--- config.mk ---
export PLATFORM = sky130hd
export DESIGN_NAME = one_wire_request_response_engine_flat
export DESIGN_NICKNAME = d
export VERILOG_FILES = /design/src/rtl/core/owre_pkg.sv /design/src/rtl/core/owre_chan_if.sv /design/src/rtl/core/owre_cfg_regs.sv /design/src/rtl/core/owre_in_reg.sv /design/src/rtl/core/owre_session.sv /design/src/rtl/core/one_wire_request_response_engine.sv /design/src/flat_wrapper.sv
export SDC_FILE = /design/constraint.sdc
export NUM_CORES = 1
export LEC_CHECK = 0
export ABC_AREA = 1
export BUFFER_PORTS_ARGS = -buffer_cell sky130_fd_sc_hd__buf_2
export CELL_PAD_IN_SITES_DETAIL_PLACEMENT = 0
export CELL_PAD_IN_SITES_GLOBAL_PLACEMENT = 1
export CORE_UTILIZATION = 48
export CTS_CLUSTER_SIZE = 30
export DETAILED_ROUTE_END_ITERATION = 8
export HOLD_SLACK_MARGIN = 0.1
export PLACE_DENSITY = 0.86
export SYNTH_ARGS = -nofsm -noshare
export SYNTH_HDL_FRONTEND = slang
export SYNTH_HIERARCHICAL = 1
export SYNTH_SLANG_ARGS = --single-unit
--- constraint.sdc ---
create_clock -name i_clk -period 8.05 [get_ports i_clk]
set_clock_uncertainty 0.1 [all_clocks]
set_input_delay 1.2075 -clock i_clk [delete_from_list [all_inputs] [get_ports i_clk]]
set_output_delay 1.2075 -clock i_clk [all_outputs]
set_load 0.03 [all_outputs]
--- src/rtl/core/owre_pkg.sv ---
// Shared types, codes and CRC-8 helpers for the one-wire request/response engine.
// Used by every module under rtl/core.
`timescale 1ns / 1ps
`default_nettype none

package owre_pkg;

    localparam int unsigned CFG_IDX_W = 1;

    localparam logic [7:0]  CRC_POLY       = 8'h07;
    localparam logic [7:0]  CRC_SEED_RST   = 8'hAC;
    localparam logic [6:0]  GRACE_RST      = 7'd100;
    localparam logic [7:0]  REQ_TOUCH      = 8'h40;
    localparam logic [7:0]  REQ_PANEL_INFO = 8'h60;
    localparam logic [11:0] COORD_NONE     = 12'hFFF;
    localparam logic [7:0]  NO_PANEL       = 8'hFF;
    localparam logic [14:0] FW_YEAR_SCALE  = 15'd100;
    localparam logic [5:0]  REQ_BITS       = 6'd16;
    localparam logic [5:0]  RESP_BITS      = 6'd32;
    localparam logic [5:0]  GAP_TICKS      = 6'd2;
    localparam logic [5:0]  CRC_LAST_BIT   = 6'd8;
    localparam logic [6:0]  RX_COUNT_MAX   = 7'd127;
    localparam logic [15:0] ERR_COUNT_MAX  = 16'hFFFF;

    typedef enum logic [2:0] {
        PH_IDLE,
        PH_START,
        PH_REQUEST,
        PH_WAITING,
        PH_RESPONSE,
        PH_STOPPING
    } t_phase;

    typedef enum logic {
        ACT_START,
        ACT_TICK
    } t_action;

    typedef enum logic [1:0] {
        ST_NONE,
        ST_ACCEPTED,
        ST_CRC_ERROR,
        ST_REFUSED
    } t_status;

    typedef enum logic [1:0] {
        KIND_TOUCH,
        KIND_INFO,
        KIND_BACKLIGHT
    } t_kind;

    typedef enum logic [CFG_IDX_W-1:0] {
        CFG_CRC_SEED,
        CFG_ERROR_GRACE
    } t_cfg_idx;

    typedef struct packed {
        logic       action;
        logic [7:0] request_code;
        logic       line_level;
    } t_in_item;

    typedef struct packed {
        logic        line_drive;
        logic        line_drive_enable;
        logic        timer_active;
        logic [1:0]  session_status;
        logic [1:0]  result_kind;
        logic [11:0] touch_x;
        logic [11:0] touch_y;
        logic        touch_pressed;
        logic [7:0]  panel_type;
        logic [14:0] firmware_version;
        logic [15:0] error_count;
        logic        backlight_ready;
    } t_out_item;

    typedef struct packed {
        logic [CFG_IDX_W-1:0] reg_index;
        logic [7:0]           wdata;
    } t_cfg_write;

    typedef struct packed {
        logic [7:0] crc_seed;
        logic [6:0] error_grace;
    } t_cfg;

    // One MSB-first bit into the CRC-8 register.
    function automatic logic [7:0] crc8_bit(input logic [7:0] crc, input logic din);
        logic fb;
        fb = crc[7] ^ din;
        return {crc[6:0], 1'b0} ^ (fb ? CRC_POLY : 8'h00);
    endfunction

    function automatic logic [7:0] crc8_byte(input logic [7:0] crc, input logic [7:0] v);
        logic [7:0] c;
        c = crc;
        for (int i = 7; i >= 0; i--) begin
            c = crc8_bit(c, v[i]);
        end
        return c;
    endfunction

endpackage

`default_nettype wire

--- src/rtl/core/owre_chan_if.sv ---
// Valid/ready channel carrying one payload struct.
// The payload type comes from owre_pkg at the point of instantiation.
`timescale 1ns / 1ps
`default_nettype none

interface owre_chan_if #(
    parameter type T = logic
) ();
    logic valid;
    logic ready;
    T     data;

    modport source (output valid, output data, input ready);
    modport sink   (input valid, input data, output ready);
endinterface

`default_nettype wire

--- src/rtl/core/owre_cfg_regs.sv ---
// Configuration register file: CRC seed and error grace count.
// Depends on owre_pkg for the register index codes and reset values.
`timescale 1ns / 1ps
`default_nettype none

module owre_cfg_regs (
    input  wire logic                i_clk,
    input  wire logic                i_rst_n,
    input  wire logic                i_wr_valid,
    input  owre_pkg::t_cfg_write     i_wr,
    output owre_pkg::t_cfg           o_cfg
);
    import owre_pkg::*;

    t_cfg r_cfg;

    always_ff @(posedge i_clk) begin
        if (!i_rst_n) begin
            r_cfg.crc_seed    <= CRC_SEED_RST;
            r_cfg.error_grace <= GRACE_RST;
        end else if (i_wr_valid) begin
            case (t_cfg_idx'(i_wr.reg_index))
                CFG_CRC_SEED:    r_cfg.crc_seed    <= i_wr.wdata;
                CFG_ERROR_GRACE: r_cfg.error_grace <= i_wr.wdata[6:0];
                default: ;
            endcase
        end
    end

    assign o_cfg = r_cfg;

endmodule

`default_nettype wire

--- src/rtl/core/owre_in_reg.sv ---
// Input register: holds one accepted item until the session logic takes it.
// Depends on owre_pkg for the input item type.
`timescale 1ns / 1ps
`default_nettype none

module owre_in_reg (
    input  wire logic             i_clk,
    input  wire logic             i_rst_n,
    input  wire logic             i_valid,
    input  owre_pkg::t_in_item    i_item,
    output logic                  o_ready,
    output logic                  o_valid,
    output owre_pkg::t_in_item    o_item,
    input  wire logic             i_take
);
    import owre_pkg::*;

    logic     r_valid;
    t_in_item r_item;

    // A new transfer is taken when the register is empty or drains this cycle.
    assign o_ready = !r_valid || i_take;

    always_ff @(posedge i_clk) begin
        if (!i_rst_n) begin
            r_valid <= 1'b0;
        end else if (i_valid && o_ready) begin
            r_valid <= 1'b1;
        end else if (i_take) begin
            r_valid <= 1'b0;
        end
    end

    always_ff @(posedge i_clk) begin
        if (i_valid && o_ready) begin
            r_item <= i_item;
        end
    end

    assign o_valid = r_valid;
    assign o_item  = r_item;

endmodule

`default_nettype wire

--- src/rtl/core/owre_session.sv ---
// Session sequencer: bit timing, request shifting, response sampling, CRC check
// and frame decode, with the result register. Depends on owre_pkg.
`timescale 1ns / 1ps
`default_nettype none

module owre_session (
    input  wire logic             i_clk,
    input  wire logic             i_rst_n,
    input  owre_pkg::t_cfg        i_cfg,
    input  wire logic             i_item_valid,
    input  owre_pkg::t_in_item    i_item,
    output logic                  o_take,
    output logic                  o_out_valid,
    output owre_pkg::t_out_item   o_out,
    input  wire logic             i_out_ready
);
    import owre_pkg::*;

    t_phase      r_phase,       n_phase;
    logic [5:0]  r_bit_count,   n_bit_count;
    logic [31:0] r_shift,       n_shift;
    logic [7:0]  r_pending,     n_pending;
    logic [6:0]  r_rx_count,    n_rx_count;
    logic [15:0] r_err_total,   n_err_total;
    logic [7:0]  r_panel,       n_panel;
    logic [14:0] r_firmware,    n_firmware;
    logic        r_backlight,   n_backlight;
    logic        r_drive_level, n_drive_level;
    logic        r_drive_en,    n_drive_en;
    logic [7:0]  r_crc,         n_crc;
    logic        r_out_valid;
    t_out_item   r_out,         n_out;

    logic        fire;
    logic [5:0]  bc_dec;
    logic [31:0] sh_in;
    logic [11:0] tx;
    logic [11:0] ty;
    t_status     status;
    t_kind       kind;
    logic        pressed;

    assign o_take = !r_out_valid || i_out_ready;
    assign fire   = i_item_valid && o_take;
    assign bc_dec = r_bit_count - 6'd1;
    assign sh_in  = {r_shift[30:0], i_item.line_level};
    assign tx     = {sh_in[31:28], sh_in[23:16]};
    assign ty     = {sh_in[27:24], sh_in[15:8]};

    always_comb begin
        n_phase       = r_phase;
        n_bit_count   = r_bit_count;
        n_shift       = r_shift;
        n_pending     = r_pending;
        n_rx_count    = r_rx_count;
        n_err_total   = r_err_total;
        n_panel       = r_panel;
        n_firmware    = r_firmware;
        n_backlight   = r_backlight;
        n_drive_level = r_drive_level;
        n_drive_en    = r_drive_en;
        n_crc         = r_crc;
        status        = ST_NONE;
        kind          = KIND_TOUCH;
        pressed       = 1'b0;

        if (t_action'(i_item.action) == ACT_START) begin
            if (r_phase != PH_IDLE) begin
                status = ST_REFUSED;
            end else begin
                n_shift       = {i_item.request_code,
                                 crc8_byte(i_cfg.crc_seed, i_item.request_code), 16'h0000};
                n_pending     = i_item.request_code;
                n_bit_count   = 6'd1;
                n_phase       = PH_START;
                n_drive_en    = 1'b1;
                n_drive_level = 1'b0;
            end
        end else if (r_phase != PH_IDLE) begin
            n_bit_count = bc_dec;
            case (r_phase)
                PH_START: begin
                    if (bc_dec == 6'd0) begin
                        n_bit_count = REQ_BITS;
                        n_phase     = PH_REQUEST;
                    end
                end
                PH_REQUEST: begin
                    n_drive_level = r_shift[31];
                    n_shift       = {r_shift[30:0], 1'b0};
                    if (bc_dec == 6'd0) begin
                        n_bit_count = GAP_TICKS;
                        n_phase     = PH_WAITING;
                    end
                end
                PH_WAITING: begin
                    if (bc_dec == 6'd0) begin
                        n_bit_count = RESP_BITS;
                        n_phase     = PH_RESPONSE;
                        n_crc       = i_cfg.crc_seed;
                    end
                    if (bc_dec == 6'd1) begin
                        n_drive_level = 1'b1;
                        n_drive_en    = 1'b0;
                    end
                end
                PH_RESPONSE: begin
                    n_shift = sh_in;
                    // The CRC runs over the first three bytes as they arrive.
                    if (bc_dec >= CRC_LAST_BIT) begin
                        n_crc = crc8_bit(r_crc, i_item.line_level);
                    end
                    if (bc_dec == 6'd0) begin
                        n_bit_count   = GAP_TICKS;
                        n_phase       = PH_STOPPING;
                        n_drive_level = 1'b1;
                        n_drive_en    = 1'b1;
                        if (r_rx_count < RX_COUNT_MAX) begin
                            n_rx_count = r_rx_count + 7'd1;
                        end
                        if (r_crc != sh_in[7:0]) begin
                            status = ST_CRC_ERROR;
                            if (n_rx_count > i_cfg.error_grace &&
                                r_err_total != ERR_COUNT_MAX) begin
                                n_err_total = r_err_total + 16'd1;
                            end
                        end else begin
                            status = ST_ACCEPTED;
                            if (r_pending == REQ_TOUCH) begin
                                kind    = KIND_TOUCH;
                                pressed = (tx != COORD_NONE) && (ty != COORD_NONE);
                            end else if (r_pending == REQ_PANEL_INFO) begin
                                kind = KIND_INFO;
                                if (sh_in[31:24] != NO_PANEL) begin
                                    n_panel    = sh_in[31:24];
                                    n_firmware = 15'(sh_in[23:16]) * FW_YEAR_SCALE
                                               + 15'(sh_in[15:8]);
                                end
                            end else begin
                                kind        = KIND_BACKLIGHT;
                                n_backlight = 1'b1;
                            end
                        end
                    end
                end
                PH_STOPPING: begin
                    if (bc_dec == 6'd0) begin
                        n_phase = PH_IDLE;
                    end
                end
                default: begin
                    n_phase = PH_IDLE;
                end
            endcase
        end

        n_out.line_drive        = n_drive_level;
        n_out.line_drive_enable = n_drive_en;
        n_out.timer_active      = (n_phase != PH_IDLE);
        n_out.session_status    = status;
        n_out.result_kind       = kind;
        n_out.touch_x           = (status == ST_ACCEPTED && kind == KIND_TOUCH) ? tx : 12'h000;
        n_out.touch_y           = (status == ST_ACCEPTED && kind == KIND_TOUCH) ? ty : 12'h000;
        n_out.touch_pressed     = pressed;
        n_out.panel_type        = n_panel;
        n_out.firmware_version  = n_firmware;
        n_out.error_count       = n_err_total;
        n_out.backlight_ready   = n_backlight;
    end

    always_ff @(posedge i_clk) begin
        if (!i_rst_n) begin
            r_phase       <= PH_IDLE;
            r_bit_count   <= 6'd0;
            r_shift       <= 32'h0;
            r_pending     <= 8'h00;
            r_rx_count    <= 7'd0;
            r_err_total   <= 16'h0000;
            r_panel       <= 8'h00;
            r_firmware    <= 15'd0;
            r_backlight   <= 1'b0;
            r_drive_level <= 1'b1;
            r_drive_en    <= 1'b0;
            r_out_valid   <= 1'b0;
        end else begin
            if (fire) begin
                r_phase       <= n_phase;
                r_bit_count   <= n_bit_count;
                r_shift       <= n_shift;
                r_pending     <= n_pending;
                r_rx_count    <= n_rx_count;
                r_err_total   <= n_err_total;
                r_panel       <= n_panel;
                r_firmware    <= n_firmware;
                r_backlight   <= n_backlight;
                r_drive_level <= n_drive_level;
                r_drive_en    <= n_drive_en;
                r_out_valid   <= 1'b1;
            end else if (i_out_ready) begin
                r_out_valid   <= 1'b0;
            end
        end
    end

    always_ff @(posedge i_clk) begin
        if (fire) begin
            r_crc <= n_crc;
            r_out <= n_out;
        end
    end

    assign o_out_valid = r_out_valid;
    assign o_out       = r_out;

    a_refuse_busy: assert property (@(posedge i_clk) disable iff (!i_rst_n)
        fire && t_action'(i_item.action) == ACT_START && r_phase != PH_IDLE
        |=> r_out.session_status == ST_REFUSED)
        else $error("start while busy was not refused");

    a_err_monotonic: assert property (@(posedge i_clk) disable iff (!i_rst_n)
        1'b1 |=> r_err_total >= $past(r_err_total))
        else $error("error counter went down");

    a_drive_request: assert property (@(posedge i_clk) disable iff (!i_rst_n)
        (r_phase == PH_START || r_phase == PH_REQUEST) |-> r_drive_en)
        else $error("line released while sending the request");

    a_release_response: assert property (@(posedge i_clk) disable iff (!i_rst_n)
        r_phase == PH_RESPONSE |-> !r_drive_en && r_drive_level)
        else $error("line driven while sampling the response");

endmodule

`default_nettype wire

--- src/rtl/core/one_wire_request_response_engine.sv ---
// Top level of the one-wire request/response engine.
// Depends on owre_pkg, owre_chan_if, owre_cfg_regs, owre_in_reg and owre_session.
`timescale 1ns / 1ps
`default_nettype none

//  Channel   Dir  Payload        Meaning
//  i_in      in   t_in_item      start command or bit tick with sampled line level
//  o_out     out  t_out_item     line control, session status and decoded results
//  i_cfg     in   t_cfg_write    write of crc_seed (index 0) or error_grace (index 1)
//
//  One item per clock cycle sustained while o_out is taken; each item is done in one
//  pass through the session logic between the input register and the result register,
//  which holds its result for o_out. i_in stalls only when both registers are full
//  and o_out is not taken. Configuration writes are always accepted (i_cfg.ready is
//  tied high). Reset is synchronous and active low; no clearing pass follows it.

module one_wire_request_response_engine (
    input  wire logic    i_clk,
    input  wire logic    i_rst_n,
    owre_chan_if.sink    i_in,
    owre_chan_if.source  o_out,
    owre_chan_if.sink    i_cfg
);
    import owre_pkg::*;

    t_cfg      cfg;
    logic      item_valid;
    t_in_item  item;
    logic      take;

    assign i_cfg.ready = 1'b1;

    owre_cfg_regs u_cfg_regs (
        .i_clk      (i_clk),
        .i_rst_n    (i_rst_n),
        .i_wr_valid (i_cfg.valid),
        .i_wr       (i_cfg.data),
        .o_cfg      (cfg)
    );

    owre_in_reg u_in_reg (
        .i_clk   (i_clk),
        .i_rst_n (i_rst_n),
        .i_valid (i_in.valid),
        .i_item  (i_in.data),
        .o_ready (i_in.ready),
        .o_valid (item_valid),
        .o_item  (item),
        .i_take  (take)
    );

    owre_session u_session (
        .i_clk        (i_clk),
        .i_rst_n      (i_rst_n),
        .i_cfg        (cfg),
        .i_item_valid (item_valid),
        .i_item       (item),
        .o_take       (take),
        .o_out_valid  (o_out.valid),
        .o_out        (o_out.data),
        .i_out_ready  (o_out.ready)
    );

endmodule

`default_nettype wire

--- src/flat_wrapper.sv ---
// flat-port wrapper written by rule: the top's interface ports become plain ports
module one_wire_request_response_engine_flat import owre_pkg::*;
  (i_clk, i_rst_n, i_in_valid, i_in_data, i_in_ready, o_out_valid, o_out_data, o_out_ready, i_cfg_valid, i_cfg_data, i_cfg_ready);
  owre_chan_if #(.T(t_in_item)) i_in_i ();
  owre_chan_if #(.T(t_out_item)) o_out_i ();
  owre_chan_if #(.T(t_cfg_write)) i_cfg_i ();
  input  wire logic i_clk;
  input  wire logic i_rst_n;
  input wire logic [$bits(i_in_i.valid)-1:0] i_in_valid;
  input wire logic [$bits(i_in_i.data)-1:0] i_in_data;
  output wire logic [$bits(i_in_i.ready)-1:0] i_in_ready;
  output wire logic [$bits(o_out_i.valid)-1:0] o_out_valid;
  output wire logic [$bits(o_out_i.data)-1:0] o_out_data;
  input wire logic [$bits(o_out_i.ready)-1:0] o_out_ready;
  input wire logic [$bits(i_cfg_i.valid)-1:0] i_cfg_valid;
  input wire logic [$bits(i_cfg_i.data)-1:0] i_cfg_data;
  output wire logic [$bits(i_cfg_i.ready)-1:0] i_cfg_ready;
  assign i_in_i.valid = i_in_valid;
  assign i_in_i.data = i_in_data;
  assign i_in_ready = i_in_i.ready;
  assign o_out_valid = o_out_i.valid;
  assign o_out_data = o_out_i.data;
  assign o_out_i.ready = o_out_ready;
  assign i_cfg_i.valid = i_cfg_valid;
  assign i_cfg_i.data = i_cfg_data;
  assign i_cfg_ready = i_cfg_i.ready;
  one_wire_request_response_engine u_core (.i_clk(i_clk), .i_rst_n(i_rst_n), .i_in(i_in_i), .o_out(o_out_i), .i_cfg(i_cfg_i));
endmodule
==> results.yml <==
detailed_routing:
  viasPerCell: 5.06
  routed_wl_um: 23900
  drc: 1
  avgRoutedWirePerCell_um: 14.2
  vias: 8529
  ant_nets: 0
  drtIter0Drc: 483
  firstDrtPassIters: 7
global_route:
  grt_pass1_wl_um: 39100
  grt_max_degree: 80
  antenna_found_initial: 0
  grt_overflow: 0
  grt.total_usage_pct: 21.5
  grt_pass1_vias: 7936
clocking:
  clockRootBuffer: "clkbuf_16"
  insertion_delay_ns: 0.50
  clk_pin_slew_ns: 0.06
  cts-htree-levels: 1
  cts_hold_buf: 0
  post_cts_resize_count: 0
  clock-sinks: 205
  cts_buffers: 23
  cts_tree: "built"
  postCtsSetupBuffers: 0
  clock_path_buffers: 3
logic_synthesis:
  yosysTopAreaCell: "edfxtp_1"
  synthAdderAreaFrac_pct: 6.63
  synth_xor_area_share_pct: 3.03
  syn_avg_cell_area_um2: 8.12
  synthTopCellsByArea: "edfxtp_1 (25%), dfxtp_1 (22%), nand2_1 (8.7%)"
  syn_inst: 1310
  syn_area_um2: 10600
  synth_cell_types: 46
  yosys.area_share.simple_pct: 20.9
  synth_top_family_by_area: "simple AND/OR/NAND/NOR gates"
  synth_seq_cells: 205
  yosys_warnings: 6
  syn_nets: 1388
  synth_top_flop_cell: "dfxtp_1"
  synth_edf_count: 90
  synth-compound-area-share_pct: 12.7
  synth_top_area_share_pct: 25.4
  async_flop_share_pct: 0
  synthMuxAreaShare_pct: 0
  ys_seq_area_share_pct: 47.0
worst_setup_path:
  worstPathMaxFanout: 5
  worst-setup-path-type: "register to register"
  crit_arrival_ns: 3.96
  regToRegSetupSlack_ns: 4.25
  r2r-end: "u_core/u_session/o_out[31]$_DFFE_PP_"
  required_ns: 8.21
  cp-endpoint: "u_core/u_session/o_out[31]$_DFFE_PP_"
  crit_path_start_kind: "register"
  rr_worst_depth: 18
  r2r_start: "u_core/u_session/r_shift[17]$_SDFFE_PN0P_"
  startpoint: "u_core/u_session/r_shift[17]$_SDFFE_PN0P_"
  end_kind: "register"
timing:
  hold_violations: 0
  rsz0062_at_grt: "false"
  setup-violations-final: 0
  final_max_slew_viol_count: 0
  period_minus_slack_ns: 3.80
  tns_ns: 0
  tightest_slew_ns: 1.00
  fmax_mhz: 263
  post-route-period-util_pct: 47.3
  slew_headroom_pct: 33.1
pwr:
  power_density_nw_per_um2: 222
  leakagePower_nw: 5.62
  vdd_drop_max_mv: 0.137
floorplanning:
  io_pins: 99
  core_area_um2: 21800
  fp-row-count: 54
  start_util_pct: 48.9
  die_area_um2: 22800
  die_w_um: 151
  die_height_um: 151
place:
  port_buffers: 97
  dp_cells: 1646
  dp_hpwl_um: 17200
  gp_congestion: 0.847
  placed_area_um2: 11300
cells_and_area:
  num-fill-cells: 2043
  fin_nets: 1469
  final_cell_area_um2: 12200
  fin_util_pct: 55.9
  regArea_um2: 5000
  fin_cells: 1687
  diodes: 0
  drive_above_1_share_pct: 13.6
  multiInputGateArea_um2: 4600
  syn2layout_area_growth_pct: 14.2
outcome:
  outcome: "complete, but fails checks"
  violations: "design-rule violations"
flow_run:
  max-cap-violations: 0
worst_hold_path:
  hp-class: "register to register"
## routing by layer
layer / global-route usage, % / part of all wire, %
met5: 0 / 0
met4: 6.45 / 2.3
met3: 3.25 / 5.1
met1: 30.3 / 48
met2: 33.9 / 44
## how the worst min path moves through the flow
stage	from	endpoint	cells past startpoint
2_1_floorplan	u_core/u_session/r_pending[0]$_SDFFE_PN0P_	u_core/u_session/r_pending[0]$_SDFFE_PN0P_	2
3_3_place_gp	u_core/u_session/r_pending[1]$_SDFFE_PN0P_	u_core/u_session/r_pending[1]$_SDFFE_PN0P_	2
3_5_place_dp	u_core/u_session/r_pending[3]$_SDFFE_PN0P_	u_core/u_session/r_pending[3]$_SDFFE_PN0P_	2
4_1_cts	u_core/u_session/r_pending[3]$_SDFFE_PN0P_	u_core/u_session/r_pending[3]$_SDFFE_PN0P_	2
5_1_grt	u_core/u_session/r_pending[2]$_SDFFE_PN0P_	u_core/u_session/r_pending[2]$_SDFFE_PN0P_	2
6_report	u_core/u_session/r_pending[3]$_SDFFE_PN0P_	u_core/u_session/r_pending[3]$_SDFFE_PN0P_	2
## cell usage in the layout, fill, tap and decap left out, drive strengths merged, types with 18 or more instances in the layout
master	Yosys	final
ha	50	50
inv	216	216
nand3	77	77
xor2	18	18
nor3	18	18
nand2	263	263
buf	15	102
xnor2	18	18
dfxtp	115	115
o21ai	113	113
nor2	113	113
a21oi	102	102
clkbuf	31	29
nand4	21	21
edfxtp	90	90
## Yosys cell counts (3+ instances only)
| master | instances |
|---|---|
| edfxtp_1 | 90 |
| o21a_1 | 4 |
| inv_1 | 206 |
| nand4_1 | 20 |
| buf_2 | 7 |
| o21ai_0 | 103 |
| fa_1 | 4 |
| nand2_2 | 15 |
| nand2_1 | 248 |
| o21ai_2 | 4 |
| clkbuf_1 | 31 |
| inv_2 | 10 |
| dfxtp_1 | 115 |
| nor3_1 | 17 |
| ha_1 | 50 |
| o21ai_1 | 6 |
| a21oi_1 | 100 |
| nand3_1 | 73 |
| xnor2_1 | 18 |
| o211ai_1 | 3 |
| or2_2 | 7 |
| a211oi_1 | 15 |
| xor2_1 | 17 |
| nor2_2 | 3 |
| nor2_1 | 107 |
| buf_4 | 3 |
| a31oi_1 | 8 |
## per-stage QoR
| step | power [W] | hold WS, ns | setup WS, ns |
|---|---|---|---|
| 3_3_place_gp | 0.00154 | 0.345 | 4.29 |
| 5_1_grt | 0.00281 | 0.374 | 3.89 |
| 3_5_place_dp | 0.00154 | 0.354 | 4.23 |
| 6_report | 0.00270 | 0.366 | 4.25 |
| 4_1_cts | 0.00272 | 0.362 | 4.27 |
| 2_1_floorplan | 0.00146 | 0.329 | 3.74 |
## flip-flops by register name (all words and copies together), names as in the netlist
| register | cells |
|---|---|
| u_core/u_cfg_regs/o_cfg | 15 |
| u_core/u_session/r_backlight | 1 |
| u_core/u_session/r_bit_count | 6 |
| u_core/u_session/r_err_total | 16 |
| u_core/u_session/r_firmware | 15 |
| u_core/u_session/o_out | 72 |
| u_core/u_session/r_pending | 8 |
| u_core/u_session/r_drive_level | 1 |
| u_core/u_session/r_phase | 3 |
| u_core/u_session/o_out_valid | 1 |
| u_core/u_session/r_drive_en | 1 |
| u_core/u_session/r_crc | 8 |
| u_core/u_in_reg/o_valid | 1 |
| u_core/u_session/r_panel | 8 |
| u_core/u_session/r_rx_count | 7 |
| u_core/u_session/r_shift | 32 |
| u_core/u_in_reg/o_item | 10 |
## kinds of logic after synthesis
| group | Yosys count |
|---|---|
| xor+xnor | 36 |
| simple gates | 502 |
| buf+inv | 263 |
| compound gates | 249 |
| other cells | 1 |
| fa+ha+maj | 54 |
| flops | 205 |
## layout make-up
cell class / count / share of cell area (%)
well taps: 280 / 2.88
inverters: 217 / 6.73
flip-flops and latches: 205 / 41.2
clock inverters: 12 / 1.74
multi-input cells: 842 / 37.8
clock buffers: 29 / 5.34
repair buffers: 102 / 4.30
## report_power, final
group	leakage [nW]	switching (W)	total, W	internal (W)
logic	3.38	0.000228	0.000337	0.000109
registers	1.81	0.0000409	0.00119	0.00115
clock network	0.423	0.000414	0.00118	0.000761
total	5.62	0.000683	0.00270	0.00202
## critical path, stage by stage, from the launching register on
cell	delay [ns]
dfxtp_1	0.44
ha_1	0.29
ha_1	0.31
ha_1	0.30
inv_1	0.06
fa_1	0.52
inv_1	0.04
ha_1	0.35
nand2_1	0.09
nor3_1	0.21
nor2_1	0.08
nor2_1	0.15
nand2_1	0.11
nor2_1	0.17
nand2_1	0.07
nand2_1	0.06
nand3_1	0.06
nand2_1	0.09
inv_1	0.04
No activity file was read; power rests on OpenSTA's default activity.
